===== src/rtl/sdn_pkg.sv =====
// Shared types, widths and helpers for the box signed-distance unit.
// Used by every module in rtl/; depends on nothing.
package sdn_pkg;

    localparam int POS_W  = 32;
    localparam int RAD_W  = 31;
    localparam int CLR_W  = 35;
    localparam int MAG_W  = 31;
    localparam int SQ_W   = 62;
    localparam int SUM_W  = 64;
    localparam int ROOT_W = 32;
    localparam int REM_W  = 35;
    localparam int LEN_W  = 33;
    localparam int Q_W    = 15;
    localparam int NUM_W  = 47;
    localparam int DEN_W  = 34;
    localparam int NRM_W  = 16;
    localparam int DIST_W = 32;
    localparam int CFG_IDX_W = 3;

    localparam int SQRT_LAT = ROOT_W;
    localparam int DIV_LAT  = Q_W;
    localparam int QUEUE_DEPTH_DEF = 4;

    localparam logic signed [NRM_W-1:0] NRM_ONE = 16'sd16384;

    typedef enum logic [1:0] {
        REG_INSIDE = 2'd0,
        REG_FACE   = 2'd1,
        REG_EDGE   = 2'd2
    } t_region;

    typedef enum logic [CFG_IDX_W-1:0] {
        CFG_MIN_X = 3'd0,
        CFG_MIN_Y = 3'd1,
        CFG_MIN_Z = 3'd2,
        CFG_MAX_X = 3'd3,
        CFG_MAX_Y = 3'd4,
        CFG_MAX_Z = 3'd5,
        CFG_SIGN  = 3'd6
    } t_cfg_idx;

    typedef struct packed {
        logic signed [POS_W-1:0] pos_x;
        logic signed [POS_W-1:0] pos_y;
        logic signed [POS_W-1:0] pos_z;
        logic [RAD_W-1:0]        radius;
    } t_in_word;

    typedef struct packed {
        logic signed [DIST_W-1:0] distance;
        logic signed [NRM_W-1:0]  normal_x;
        logic signed [NRM_W-1:0]  normal_y;
        logic signed [NRM_W-1:0]  normal_z;
        logic                     inside_res;
        logic [1:0]               region;
    } t_out_word;

    typedef struct packed {
        logic [2:0][POS_W-1:0] box_min;
        logic [2:0][POS_W-1:0] box_max;
        logic                  sign_negative;
    } t_cfg;

    // One classified query on its way from front to back.
    typedef struct packed {
        t_region                 region;
        logic                    in_box;
        logic                    sneg;
        logic                    ksat;
        logic [2:0]              neg;
        logic [DIST_W-1:0]       dval;
        logic [2:0][NRM_W-1:0]   nrm;
        logic [2:0][MAG_W-1:0]   mag;
    } t_job;

    function automatic logic [DIST_W-1:0] sat_dist(input logic signed [CLR_W:0] v);
        logic [DIST_W-1:0] r;
        if (v > 36'sd2147483647) begin
            r = 32'h7FFF_FFFF;
        end else if (v < -36'sd2147483648) begin
            r = 32'h8000_0000;
        end else begin
            r = v[DIST_W-1:0];
        end
        return r;
    endfunction

endpackage


===== src/rtl/sdn_queue.sv =====
// Short word queue between front and back, in flip-flops.
// Depends on sdn_pkg.
module sdn_queue #(
    parameter int DEPTH = sdn_pkg::QUEUE_DEPTH_DEF
) (
    input  logic          i_clk,
    input  logic          i_rst_n,
    input  logic          i_push,
    input  sdn_pkg::t_job i_data,
    output logic          o_full,
    input  logic          i_pop,
    output logic          o_valid,
    output sdn_pkg::t_job o_data
);
    import sdn_pkg::*;

    localparam int PTR_W = (DEPTH > 1) ? $clog2(DEPTH) : 1;
    localparam int CNT_W = $clog2(DEPTH + 1);

    t_job              r_mem [DEPTH];
    logic [PTR_W-1:0]  r_wr;
    logic [PTR_W-1:0]  r_rd;
    logic [CNT_W-1:0]  r_cnt;

    assign o_full  = (r_cnt == CNT_W'(DEPTH));
    assign o_valid = (r_cnt != '0);
    assign o_data  = r_mem[r_rd];

    always_ff @(posedge i_clk) begin
        if (!i_rst_n) begin
            r_wr  <= '0;
            r_rd  <= '0;
            r_cnt <= '0;
        end else begin
            if (i_push) r_wr <= (r_wr == PTR_W'(DEPTH - 1)) ? '0 : r_wr + 1'b1;
            if (i_pop)  r_rd <= (r_rd == PTR_W'(DEPTH - 1)) ? '0 : r_rd + 1'b1;
            if (i_push && !i_pop)      r_cnt <= r_cnt + 1'b1;
            else if (!i_push && i_pop) r_cnt <= r_cnt - 1'b1;
        end
    end

    always_ff @(posedge i_clk) begin
        if (i_push) r_mem[r_wr] <= i_data;
    end

endmodule


===== config.mk =====
export PLATFORM = sky130hd
export DESIGN_NAME = sdn_queue
export DESIGN_NICKNAME = d
export VERILOG_FILES = /design/src/rtl/sdn_pkg.sv /design/src/rtl/sdn_queue.sv
export SDC_FILE = /design/constraint.sdc
export NUM_CORES = 1
export LEC_CHECK = 0
export BUFFER_PORTS_ARGS = -buffer_cell sky130_fd_sc_hd__buf_2
export CELL_PAD_IN_SITES_DETAIL_PLACEMENT = 0
export CELL_PAD_IN_SITES_GLOBAL_PLACEMENT = 1
export CORE_MARGIN = 8
export CORE_UTILIZATION = 30
export DETAILED_ROUTE_END_ITERATION = 10
export PLACE_DENSITY_LB_ADDON = 0.25
export RECOVER_POWER = 100
export SYNTH_ARGS = -nofsm -noshare
export SYNTH_HDL_FRONTEND = slang
export SYNTH_SLANG_ARGS = --single-unit

===== constraint.sdc =====
create_clock -name i_clk -period 7.2 [get_ports i_clk]
set_clock_uncertainty 0.1 [all_clocks]
set_input_delay 1.08 -clock i_clk [delete_from_list [all_inputs] [get_ports i_clk]]
set_output_delay 1.08 -clock i_clk [all_outputs]
set_load 0.05 [all_outputs]

==> flow_summary.toml <==
[sta]
setup_viol = 0
finalSetupTns_ns = 0
rsz0062_at_grt = "false"
worst_pin_slew_ns = 3.61
max_freq_ghz = 0.191
fin_crit_ns = 5.25
final_max_slew_viol_count = 343
slew_headroom_pct = -140
hold_violations = 0
period_share_pct = 72.9

[run_status]
violations = "max-capacitance violations, max-slew violations"
status = "finished with violations"

[routing]
via_count = 11900
dr.pass1.iters = 4
avgRoutedWirePerCell_um = 21.6
finalWirelength_um = 57100
avgViaCountPerCell = 4.48
drc = 0
drtIter0Drc = 684
ant_nets = 0

[place]
gp_congestion = 0.672
dp_hpwl_um = 33800
place.port_buffers = 367

[finish]
layout.nets = 1603
fillers = 8291
drive_above_1_share_pct = 21.2
utilization_pct = 36.2
area.growth.synth_to_final_pct = 20.3

[critical_path]
required_ns = 6.02
critical_path_class = "reg2out"
critPathArrivalTime_ns = 4.07
start_kind = "flop"
critPathMaxFanout = 52
critPathCaptureType = "output pin"

[floorplan]
fp.dieW_um = 313
pin_count = 368
start_util_pct = 30.1
std_cell_rows = 109
die_h_um = 313
die_area_um2 = 98200
core_area_um2 = 88100

[global_route]
grt_pass1_wl_um = 84700
gr-total-overflow = 0
grt_usage_pct = 11.3
grt_max_degree = 97
grt_pass1_vias = 13200
antenna_found_initial = 11

[clocking]
cts-root-buf = "clkbuf_16"
cts_resized = 0
post_cts_buffers = 0
numCtsBuffers = 81
clkTransAtPathRegs_ns = 0.06
clkLatencyLatePin_ns = 0.60
clock-sinks = 733
ctsHtreeMaxLevel = 3
hold_buffers = 0
tritoncts = "done"
cts_buffer_depth = 3

[power]
internal_power_mw = 7.53
power_frac_seq_pct = 48.8
pwr-share-clk_pct = 39.7
p_sw_mw = 2.59
combPwrFrac_pct = 11.5
ir_drop_uv = 199
p_leak_nw = 9.63
swShare_pct = 25.6
p_per_area_nw_per_um2 = 317
p_total_mw = 10.1

[yosys]
ys.flop_type = "edfxtp_1"
synthCells = 989
ys_types = 23
syn-cell-area_um2 = 26500
ys_seq_area_share_pct = 82.6
synth-edff-count = 724
ys_seq_elements = 733
synth.avg_cell_area_um2 = 26.8
yosys_warnings = 0
async_flop_share_pct = 0
synth_nets = 1181

[job]
cap_violations = 8

[min_path]
holdCritPathClass = "reg2reg"
==> power by group through the flow <==
| stage | registers, mW | clock network (mW) | logic (mW) |
|---|---|---|---|
| floorplan | 5.04 | 0 | 0.885 |
| global placement | 5.02 | 0 | 1.24 |
| detailed placement | 5.03 | 0 | 1.24 |
| CTS | 4.94 | 4.16 | 1.25 |
| global route | 4.96 | 4.30 | 1.23 |
| finish | 4.95 | 4.02 | 1.16 |
==> sequential cells by signal, indices dropped and copies added (netlist names), named ones only <==
name and cells:
r_mem 724, r_rd 2, r_wr 2, r_cnt 3
==> synth_stat cells (2+ instances only) <==
| cell type | number | area share [%] |
|---|---|---|
| and2_1 | 5 | 0.12 |
| buf_1 | 6 | 0.085 |
| buf_2 | 20 | 0.38 |
| buf_4 | 2 | 0.057 |
| buf_6 | 11 | 0.47 |
| dfxtp_1 | 9 | 0.68 |
| edfxtp_1 | 724 | 82 |
| ha_1 | 6 | 0.28 |
| inv_1 | 4 | 0.057 |
| mux2i_1 | 4 | 0.15 |
| mux4_2 | 181 | 15 |
| nor2b_1 | 5 | 0.12 |
| or3_1 | 2 | 0.047 |
==> placed cells by master (no fill, tap or decap), drive strengths merged, types with 6 or more instances in the layout <==
master  synthesis  final
clkbuf          1    461
mux4          181    181
clkinv          0     32
buf            39     14
diode           0      9
edfxtp        724    724
dfxtp           9      9
ha              6      6
bufinv          0      7
inv             4     12
==> path summary, 6_finish.rpt <==
check                start  cells after the start  slack, ns       endpoint
hold / removal    r_cnt[2]                      2       0.41       r_cnt[2]
hold reg to reg   r_cnt[2]                      2       0.41       r_cnt[2]
setup / recovery      flop                      3       1.95    o_data[123]
setup reg to reg   r_wr[0]                      4       2.42  r_mem[2][100]
==> through the flow <==
stage | instances | worst slack (ns) | instance area [um^2] | hold WS, ns
after floorplan | 989 | 1.34 | 26500 | 0.367
after global placement | 2493 | 3.74 | 29800 | 0.390
after detailed placement | 2493 | 3.75 | 29800 | 0.405
after CTS | 2639 | 3.05 | 32400 | 0.418
after global routing | 2640 | 1.64 | 31900 | 0.439
final | 2648 | 1.95 | 31900 | 0.411
==> metal layers <==
metal  vias up  part of all wire [%]  GRT usage, %
li1       5165                     -             -
met1      6291                    41          13.7
met2       304                    49          19.0
met3        93                   7.8          4.21
met4        10                   1.9          2.90
met5         -                  0.10             0
==> logic make-up after synthesis <==
group | after synthesis | synth area share (%)
xor gates and xnor gates | 2 | 0.0660
buffers and inverters | 44 | 1.06
muxes | 185 | 15.5
AOI/OAI and AO/OA | 3 | 0.0754
and+or+nand+nor | 15 | 0.344
DFF | 733 | 82.6
adders and majority gates | 7 | 0.358
==> area by class of cell <==
cell class / instances / area (um^2) / area share (%)
Timing Repair Buffer: 379 / 1550 / 4.87
Antenna cell: 9 / 22.5 / 0.0705
Multi-Input combinational cell: 212 / 4340 / 13.6
Clock buffer: 96 / 2080 / 6.53
Tap cell: 1165 / 1460 / 4.57
Clock inverter: 50 / 526 / 1.65
Sequential cell: 733 / 21900 / 68.7
Inverter: 4 / 15.0 / 0.0470
==> critical path: stages, from the launching register on <==
cell and delay [ns]:
dfxtp_1 1.61, buf_4 0.85, mux4_2 0.35, clkbuf_1 0.54
No activity file was read; power rests on OpenSTA's default activity.
