==> config.mk <==
export PLATFORM = sky130hd
export DESIGN_NAME = sdn_front
export DESIGN_NICKNAME = d
export VERILOG_FILES = /design/src/rtl/sdn_pkg.sv /design/src/rtl/sdn_front.sv
export SDC_FILE = /design/constraint.sdc
export NUM_CORES = 2
export LEC_CHECK = 0
export ABC_CLOCK_PERIOD_IN_PS = 14930
export BUFFER_PORTS_ARGS = -buffer_cell sky130_fd_sc_hd__buf_2
export CORE_ASPECT_RATIO = 0.8
export CORE_MARGIN = 5
export CORE_UTILIZATION = 55
export CTS_BUF_LIST = sky130_fd_sc_hd__clkbuf_8
export CTS_CLUSTER_DIAMETER = 40
export DETAILED_ROUTE_END_ITERATION = 12
export PLACE_DENSITY = 0.86
export SYNTH_ARGS = -nofsm -noshare
export SYNTH_HDL_FRONTEND = slang
export SYNTH_SLANG_ARGS = --single-unit
==> constraint.sdc <==
create_clock -name i_clk -period 14.93 [get_ports i_clk]
set_input_delay 0 -clock i_clk [delete_from_list [all_inputs] [get_ports i_clk]]
set_output_delay 0 -clock i_clk [all_outputs]
set_load 0.03 [all_outputs]
==> src/rtl/sdn_pkg.sv <==
// Shared types, widths and helpers for the box signed-distance unit.
// Used by every module in rtl/; depends on nothing.
package sdn_pkg;

    localparam int POS_W  = 32;
    localparam int RAD_W  = 31;
    localparam int CLR_W  = 35;
    localparam int MAG_W  = 31;
    localparam int SQ_W   = 62;
    localparam int SUM_W  = 64;
    localparam int ROOT_W = 32;
    localparam int REM_W  = 35;
    localparam int LEN_W  = 33;
    localparam int Q_W    = 15;
    localparam int NUM_W  = 47;
    localparam int DEN_W  = 34;
    localparam int NRM_W  = 16;
    localparam int DIST_W = 32;
    localparam int CFG_IDX_W = 3;

    localparam int SQRT_LAT = ROOT_W;
    localparam int DIV_LAT  = Q_W;
    localparam int QUEUE_DEPTH_DEF = 4;

    localparam logic signed [NRM_W-1:0] NRM_ONE = 16'sd16384;

    typedef enum logic [1:0] {
        REG_INSIDE = 2'd0,
        REG_FACE   = 2'd1,
        REG_EDGE   = 2'd2
    } t_region;

    typedef enum logic [CFG_IDX_W-1:0] {
        CFG_MIN_X = 3'd0,
        CFG_MIN_Y = 3'd1,
        CFG_MIN_Z = 3'd2,
        CFG_MAX_X = 3'd3,
        CFG_MAX_Y = 3'd4,
        CFG_MAX_Z = 3'd5,
        CFG_SIGN  = 3'd6
    } t_cfg_idx;

    typedef struct packed {
        logic signed [POS_W-1:0] pos_x;
        logic signed [POS_W-1:0] pos_y;
        logic signed [POS_W-1:0] pos_z;
        logic [RAD_W-1:0]        radius;
    } t_in_word;

    typedef struct packed {
        logic signed [DIST_W-1:0] distance;
        logic signed [NRM_W-1:0]  normal_x;
        logic signed [NRM_W-1:0]  normal_y;
        logic signed [NRM_W-1:0]  normal_z;
        logic                     inside_res;
        logic [1:0]               region;
    } t_out_word;

    typedef struct packed {
        logic [2:0][POS_W-1:0] box_min;
        logic [2:0][POS_W-1:0] box_max;
        logic                  sign_negative;
    } t_cfg;

    // One classified query on its way from front to back.
    typedef struct packed {
        t_region                 region;
        logic                    in_box;
        logic                    sneg;
        logic                    ksat;
        logic [2:0]              neg;
        logic [DIST_W-1:0]       dval;
        logic [2:0][NRM_W-1:0]   nrm;
        logic [2:0][MAG_W-1:0]   mag;
    } t_job;

    function automatic logic [DIST_W-1:0] sat_dist(input logic signed [CLR_W:0] v);
        logic [DIST_W-1:0] r;
        if (v > 36'sd2147483647) begin
            r = 32'h7FFF_FFFF;
        end else if (v < -36'sd2147483648) begin
            r = 32'h8000_0000;
        end else begin
            r = v[DIST_W-1:0];
        end
        return r;
    endfunction

endpackage

==> src/rtl/sdn_front.sv <==
// Front end: forms the six face clearances and classifies each query.
// Depends on sdn_pkg.
module sdn_front (
    input  logic            i_clk,
    input  logic            i_rst_n,
    input  logic            i_valid,
    output logic            o_stall,
    input  sdn_pkg::t_in_word i_word,
    input  sdn_pkg::t_cfg   i_cfg,
    output logic            o_push,
    input  logic            i_full,
    output sdn_pkg::t_job   o_job
);
    import sdn_pkg::*;

    logic                           en;
    logic                           r_a_vld;
    logic                           r_a_sneg;
    logic signed [CLR_W-1:0]        r_clr [6];
    logic                           r_b_vld;
    t_job                           r_job;
    t_job                           n_job;
    logic [POS_W-1:0]               pos [3];

    assign en      = !(r_b_vld && i_full);
    assign o_stall = !en;
    assign o_push  = r_b_vld && !i_full;
    assign o_job   = r_job;

    assign pos[0] = i_word.pos_x;
    assign pos[1] = i_word.pos_y;
    assign pos[2] = i_word.pos_z;

    always_ff @(posedge i_clk) begin
        if (!i_rst_n) begin
            r_a_vld <= 1'b0;
            r_b_vld <= 1'b0;
        end else if (en) begin
            r_a_vld <= i_valid;
            r_b_vld <= r_a_vld;
        end
    end

    always_ff @(posedge i_clk) begin
        if (en) begin
            r_a_sneg <= i_cfg.sign_negative;
            for (int a = 0; a < 3; a++) begin
                r_clr[2*a] <= CLR_W'($signed(pos[a])) - CLR_W'($signed({1'b0, i_word.radius}))
                              - CLR_W'($signed(i_cfg.box_min[a]));
                r_clr[2*a+1] <= CLR_W'($signed(i_cfg.box_max[a])) - CLR_W'($signed(pos[a]))
                                - CLR_W'($signed({1'b0, i_word.radius}));
            end
            r_job <= n_job;
        end
    end

    // Classification of the registered clearances.
    always_comb begin
        logic [5:0]                neg6;
        logic [2:0]                cnt;
        logic [2:0]                last;
        logic [2:0]                p0, p1, p2, pa, best, sel;
        logic signed [CLR_W-1:0]   v0, v1, v2, va, cs;
        logic signed [CLR_W:0]     sd;
        logic [CLR_W-2:0]          m;
        logic [2:0][CLR_W-2:0]     mag;
        logic                      fit0, fit1;
        logic [1:0]                k;

        n_job = '0;
        for (int i = 0; i < 6; i++) neg6[i] = r_clr[i][CLR_W-1];
        cnt  = 3'($countones(neg6));
        last = 3'd0;
        for (int i = 0; i < 6; i++) if (neg6[i]) last = 3'(i);

        // Smallest clearance, the later face taking a tie.
        p0 = (r_clr[1] <= r_clr[0]) ? 3'd1 : 3'd0;
        v0 = (r_clr[1] <= r_clr[0]) ? r_clr[1] : r_clr[0];
        p1 = (r_clr[3] <= r_clr[2]) ? 3'd3 : 3'd2;
        v1 = (r_clr[3] <= r_clr[2]) ? r_clr[3] : r_clr[2];
        p2 = (r_clr[5] <= r_clr[4]) ? 3'd5 : 3'd4;
        v2 = (r_clr[5] <= r_clr[4]) ? r_clr[5] : r_clr[4];
        pa = (v1 <= v0) ? p1 : p0;
        va = (v1 <= v0) ? v1 : v0;
        best = (v2 <= va) ? p2 : pa;

        sel = (neg6 == 6'd0) ? best : last;
        cs  = r_clr[sel];
        sd  = r_a_sneg ? -(CLR_W+1)'(cs) : (CLR_W+1)'(cs);

        if (neg6 == 6'd0)  n_job.region = REG_INSIDE;
        else if (cnt == 3'd1) n_job.region = REG_FACE;
        else               n_job.region = REG_EDGE;
        n_job.in_box = (neg6 == 6'd0);
        n_job.sneg   = r_a_sneg;
        n_job.dval   = sat_dist(sd);
        n_job.nrm[sel[2:1]] = (sel[0] ^ r_a_sneg) ? -NRM_ONE : NRM_ONE;

        // Overshoot vector: the min face wins when both faces of an axis are out.
        for (int a = 0; a < 3; a++) begin
            m = '0;
            if (neg6[2*a]) begin
                m = (CLR_W-1)'(-r_clr[2*a]);
            end else if (neg6[2*a+1]) begin
                m = (CLR_W-1)'(-r_clr[2*a+1]);
            end
            mag[a]         = m;
            n_job.neg[a]   = neg6[2*a];
        end
        fit0 = 1'b1;
        fit1 = 1'b1;
        for (int a = 0; a < 3; a++) begin
            if (mag[a][CLR_W-2:MAG_W] != '0)   fit0 = 1'b0;
            if (mag[a][CLR_W-2:MAG_W+1] != '0) fit1 = 1'b0;
        end
        k = fit0 ? 2'd0 : (fit1 ? 2'd1 : 2'd2);
        n_job.ksat = !fit0;
        for (int a = 0; a < 3; a++) n_job.mag[a] = MAG_W'(mag[a] >> k);
    end

endmodule

==> metrics <==
largest buffer count on any clock path 3; latest clock arrival within the worst-skew pair 680 ps; FP Rows 86; # nets final 5641; highest clock rate 0.07554 GHz; flop2flop setup slack 1690 ps; metal3 WL 21.04 mm; I/O pins 507; WP data arrival 13620 ps; Initial Util 0.5561; P&R area growth vs syn 13.65%; top cell type's share of synthesized area 0.2689; PostCTS Resize Cnt 0; Worst Hold Depth 4; gpl congestion 1.060; Commonest cells post-synth inv_1 (410), ha_1 (398), nand2_1 (351); Max VDD drop 0.1784 mV; Post-Route WL 143.0 mm; number of antenna violations at the first check in global routing 4; antenna-violating nets left 0; final setup margin 1692 ps; leading area contributor after synthesis edfxtp_1; TritonRoute pass-1 iters 8; Tmin final 13240 ps; Synth async-reset ratio 0; vias 35.99k; count leader, synth inv_1; Filler Cell Count 5761; Clock transition at path regs 70 ps; GRT overflow 0; R2R cell count 36; startpoint types flip-flop; Final Setup Violations 0; Synth cell types 85; status finished, final reports clean; skew final 62.66 ps; Cell Pwr Density 219.1 mW/mm^2; Die Span Y 246.4 microns; CP peak stage delay 920 ps; vias in the first global route 34.27k; Post-Syn Area 0.03842 sq mm; ys flop type edfxtp_1; crit path kind flip-flop to flip-flop; CTS H-tree depth 3; DR top layer met5; Worst Tran Pin Value 1143 ps; CTS Root Cell clkbuf_8; Fin. Hold Viols 0; Cells after Synth 4223; Crit Reg-Reg Startpoint r_clr[3][33]; Final Max Tran Viols 0; CTS Sinks 346; 1st-iter DRT viols 4609; Die Wd 305.5 microns; die area 0.07527 sq mm; Critical Path RT 15310 ps; HP Class input port to flip-flop; DP Wirelength 115.8 mm; setup_tns 0 ps; Remaining DRCs 0; #FFs+latches synth 346; sequential fraction of the synthesis area 0.2699; CTS tree yes; Total GRT Usage 0.3656; Period Utilization, post-route 0.8867; met2 wire length 59.97 mm; CP Capture Type flip-flop; MaxCap Viol Count 0; met1 wire length 57.40 mm; post-synthesis average cell area 9.097 sq um; HP Start i_cfg[98]; first-pass GRT wire length 209.1 mm; top post-synthesis cells by area edfxtp_1 (27%), ha_1 (13%), fa_1 (9.8%), xnor2_1 (5.9%), inv_1 (4.0%); RSZ-0062 raised after global routing no; CP max stage cell o31ai_2; Crit Path Max Fanout 46; EDFF count, synth 344; total CTS buffers 66; Worst Hold End r_clr[0][1]; core area 0.06908 sq mm; share of cells above drive strength 1 0.1515; LEAKAGE 19.24 nW; Max-slew headroom 0.2301; pre-CTS setup slack 1918 ps; DR vias/cell 6.306; reg2reg end o_job[144]; Port Buffer Count 464; synth warn 0; largest net degree at the start of global routing 113; routed len/inst 25.06 microns
-- timing repair --
action / in CTS / in global routing
hold endpoints to repair: 53 / 0
hold buffers: 73 / 0
buffers inserted: 0 / 0
endpoints found under the setup margin: 0 / 0
-- worst max-delay path by stage --
stage                  from    endpoint  slack, ps  cells after the start
6_report       r_clr[3][33]  o_job[144]       1690                     36
4_1_cts        r_clr[3][33]  o_job[166]       1880                     36
2_1_floorplan  r_clr[2][33]  o_job[171]       4400                     45
5_1_grt        r_clr[3][33]  o_job[156]        970                     36
3_3_place_gp   r_clr[3][33]  o_job[150]       2050                     36
3_5_place_dp   r_clr[3][33]  o_job[151]       1920                     36
-- per-layer routing --
metal | global-route usage | up-vias
met5 | 0.006460 | -
met4 | 0.1033 | 2
met1 | 0.5184 | 17050
met3 | 0.1150 | 307
met2 | 0.5419 | 2423
li1 | - | 16210
-- placed cells by master, fill, tap and decap left out, types with 46 or more instances in the layout --
| cell type | n |
|---|---|
| edfxtp_1 | 344 |
| ha_1 | 398 |
| nor4_1 | 49 |
| nor2_1 | 270 |
| or3_1 | 46 |
| o21ai_0 | 278 |
| inv_1 | 424 |
| buf_2 | 464 |
| a21oi_1 | 223 |
| xnor2_1 | 260 |
| a221oi_1 | 49 |
| nand3_1 | 116 |
| dlygate4sd3_1 | 73 |
| nand2_1 | 350 |
| o211ai_1 | 77 |
| nor3_1 | 136 |
| clkbuf_8 | 67 |
| fa_1 | 189 |
| mux2_2 | 65 |
| xor2_1 | 84 |
| mux2i_1 | 78 |
-- cell families (layout without fill, tap and decap cells) --
| logic type | Yosys count | after routing | share of synthesized area |
|---|---|---|---|
| xor+xnor | 344 | 344 | 0.07842 |
| flops | 346 | 346 | 0.2699 |
| buf+inv | 588 | 1104 | 0.06253 |
| fa+ha+maj | 587 | 587 | 0.2281 |
| mux | 143 | 143 | 0.03937 |
| other cells | 1 | 45 | 0.00009761 |
| simple gates | 1218 | 1218 | 0.1524 |
| compound gates | 996 | 996 | 0.1692 |
-- report_power, final --
group | switching [mW] | internal [mW]
combinational | 3.69 | 2.24
sequential | 0.913 | 1.71
clock | 0.459 | 0.553
-- flip-flops by register name (all words and copies together), names as in the netlist --
signal and count:
o_job 139, r_a_sneg 1, r_clr 204, r_a_vld 1, r_b_vld 1
-- metrics by stage --
| stage | util | instance area (sq um) | instances | power (mW) | hold slack, ps |
|---|---|---|---|---|---|
| detailed placement | 0.6012 | 41530 | 5513 | 8.265 | 181.3 |
| CTS | 0.6319 | 43660 | 5704 | 9.330 | 0.3728 |
| floorplan | - | 38570 | 4264 | 6.261 | 98.87 |
| finish | 0.6321 | 43660 | 5707 | 9.568 | 33.71 |
| global placement | 0.6012 | 41530 | 5513 | 8.177 | 177.2 |
| global route | 0.6320 | 43660 | 5705 | 10.13 | 42.31 |
-- worst max-delay path, delay by kind of cell, from the launching register on --
kind,cells,cell delay (ps)
buf+inv,5,1670
flops,1,560
compound gates,13,3810
mux,2,1260
simple gates,13,4610
fa+ha+maj,3,1000
-- cell type report --
cell class	instances	area, sq um	area share
clock buffer	67	922.1	0.02112
sequential	346	10370	0.2375
multi-input combinational	3330	25860	0.5922
inverter	412	1546	0.03542
antenna	3	7.507	0.0001719
clock inverter	51	474.2	0.01086
tap	924	1156	0.02648
timing repair buffer	574	3331	0.07628
Note: power is estimated with default switching activity, not from simulation.
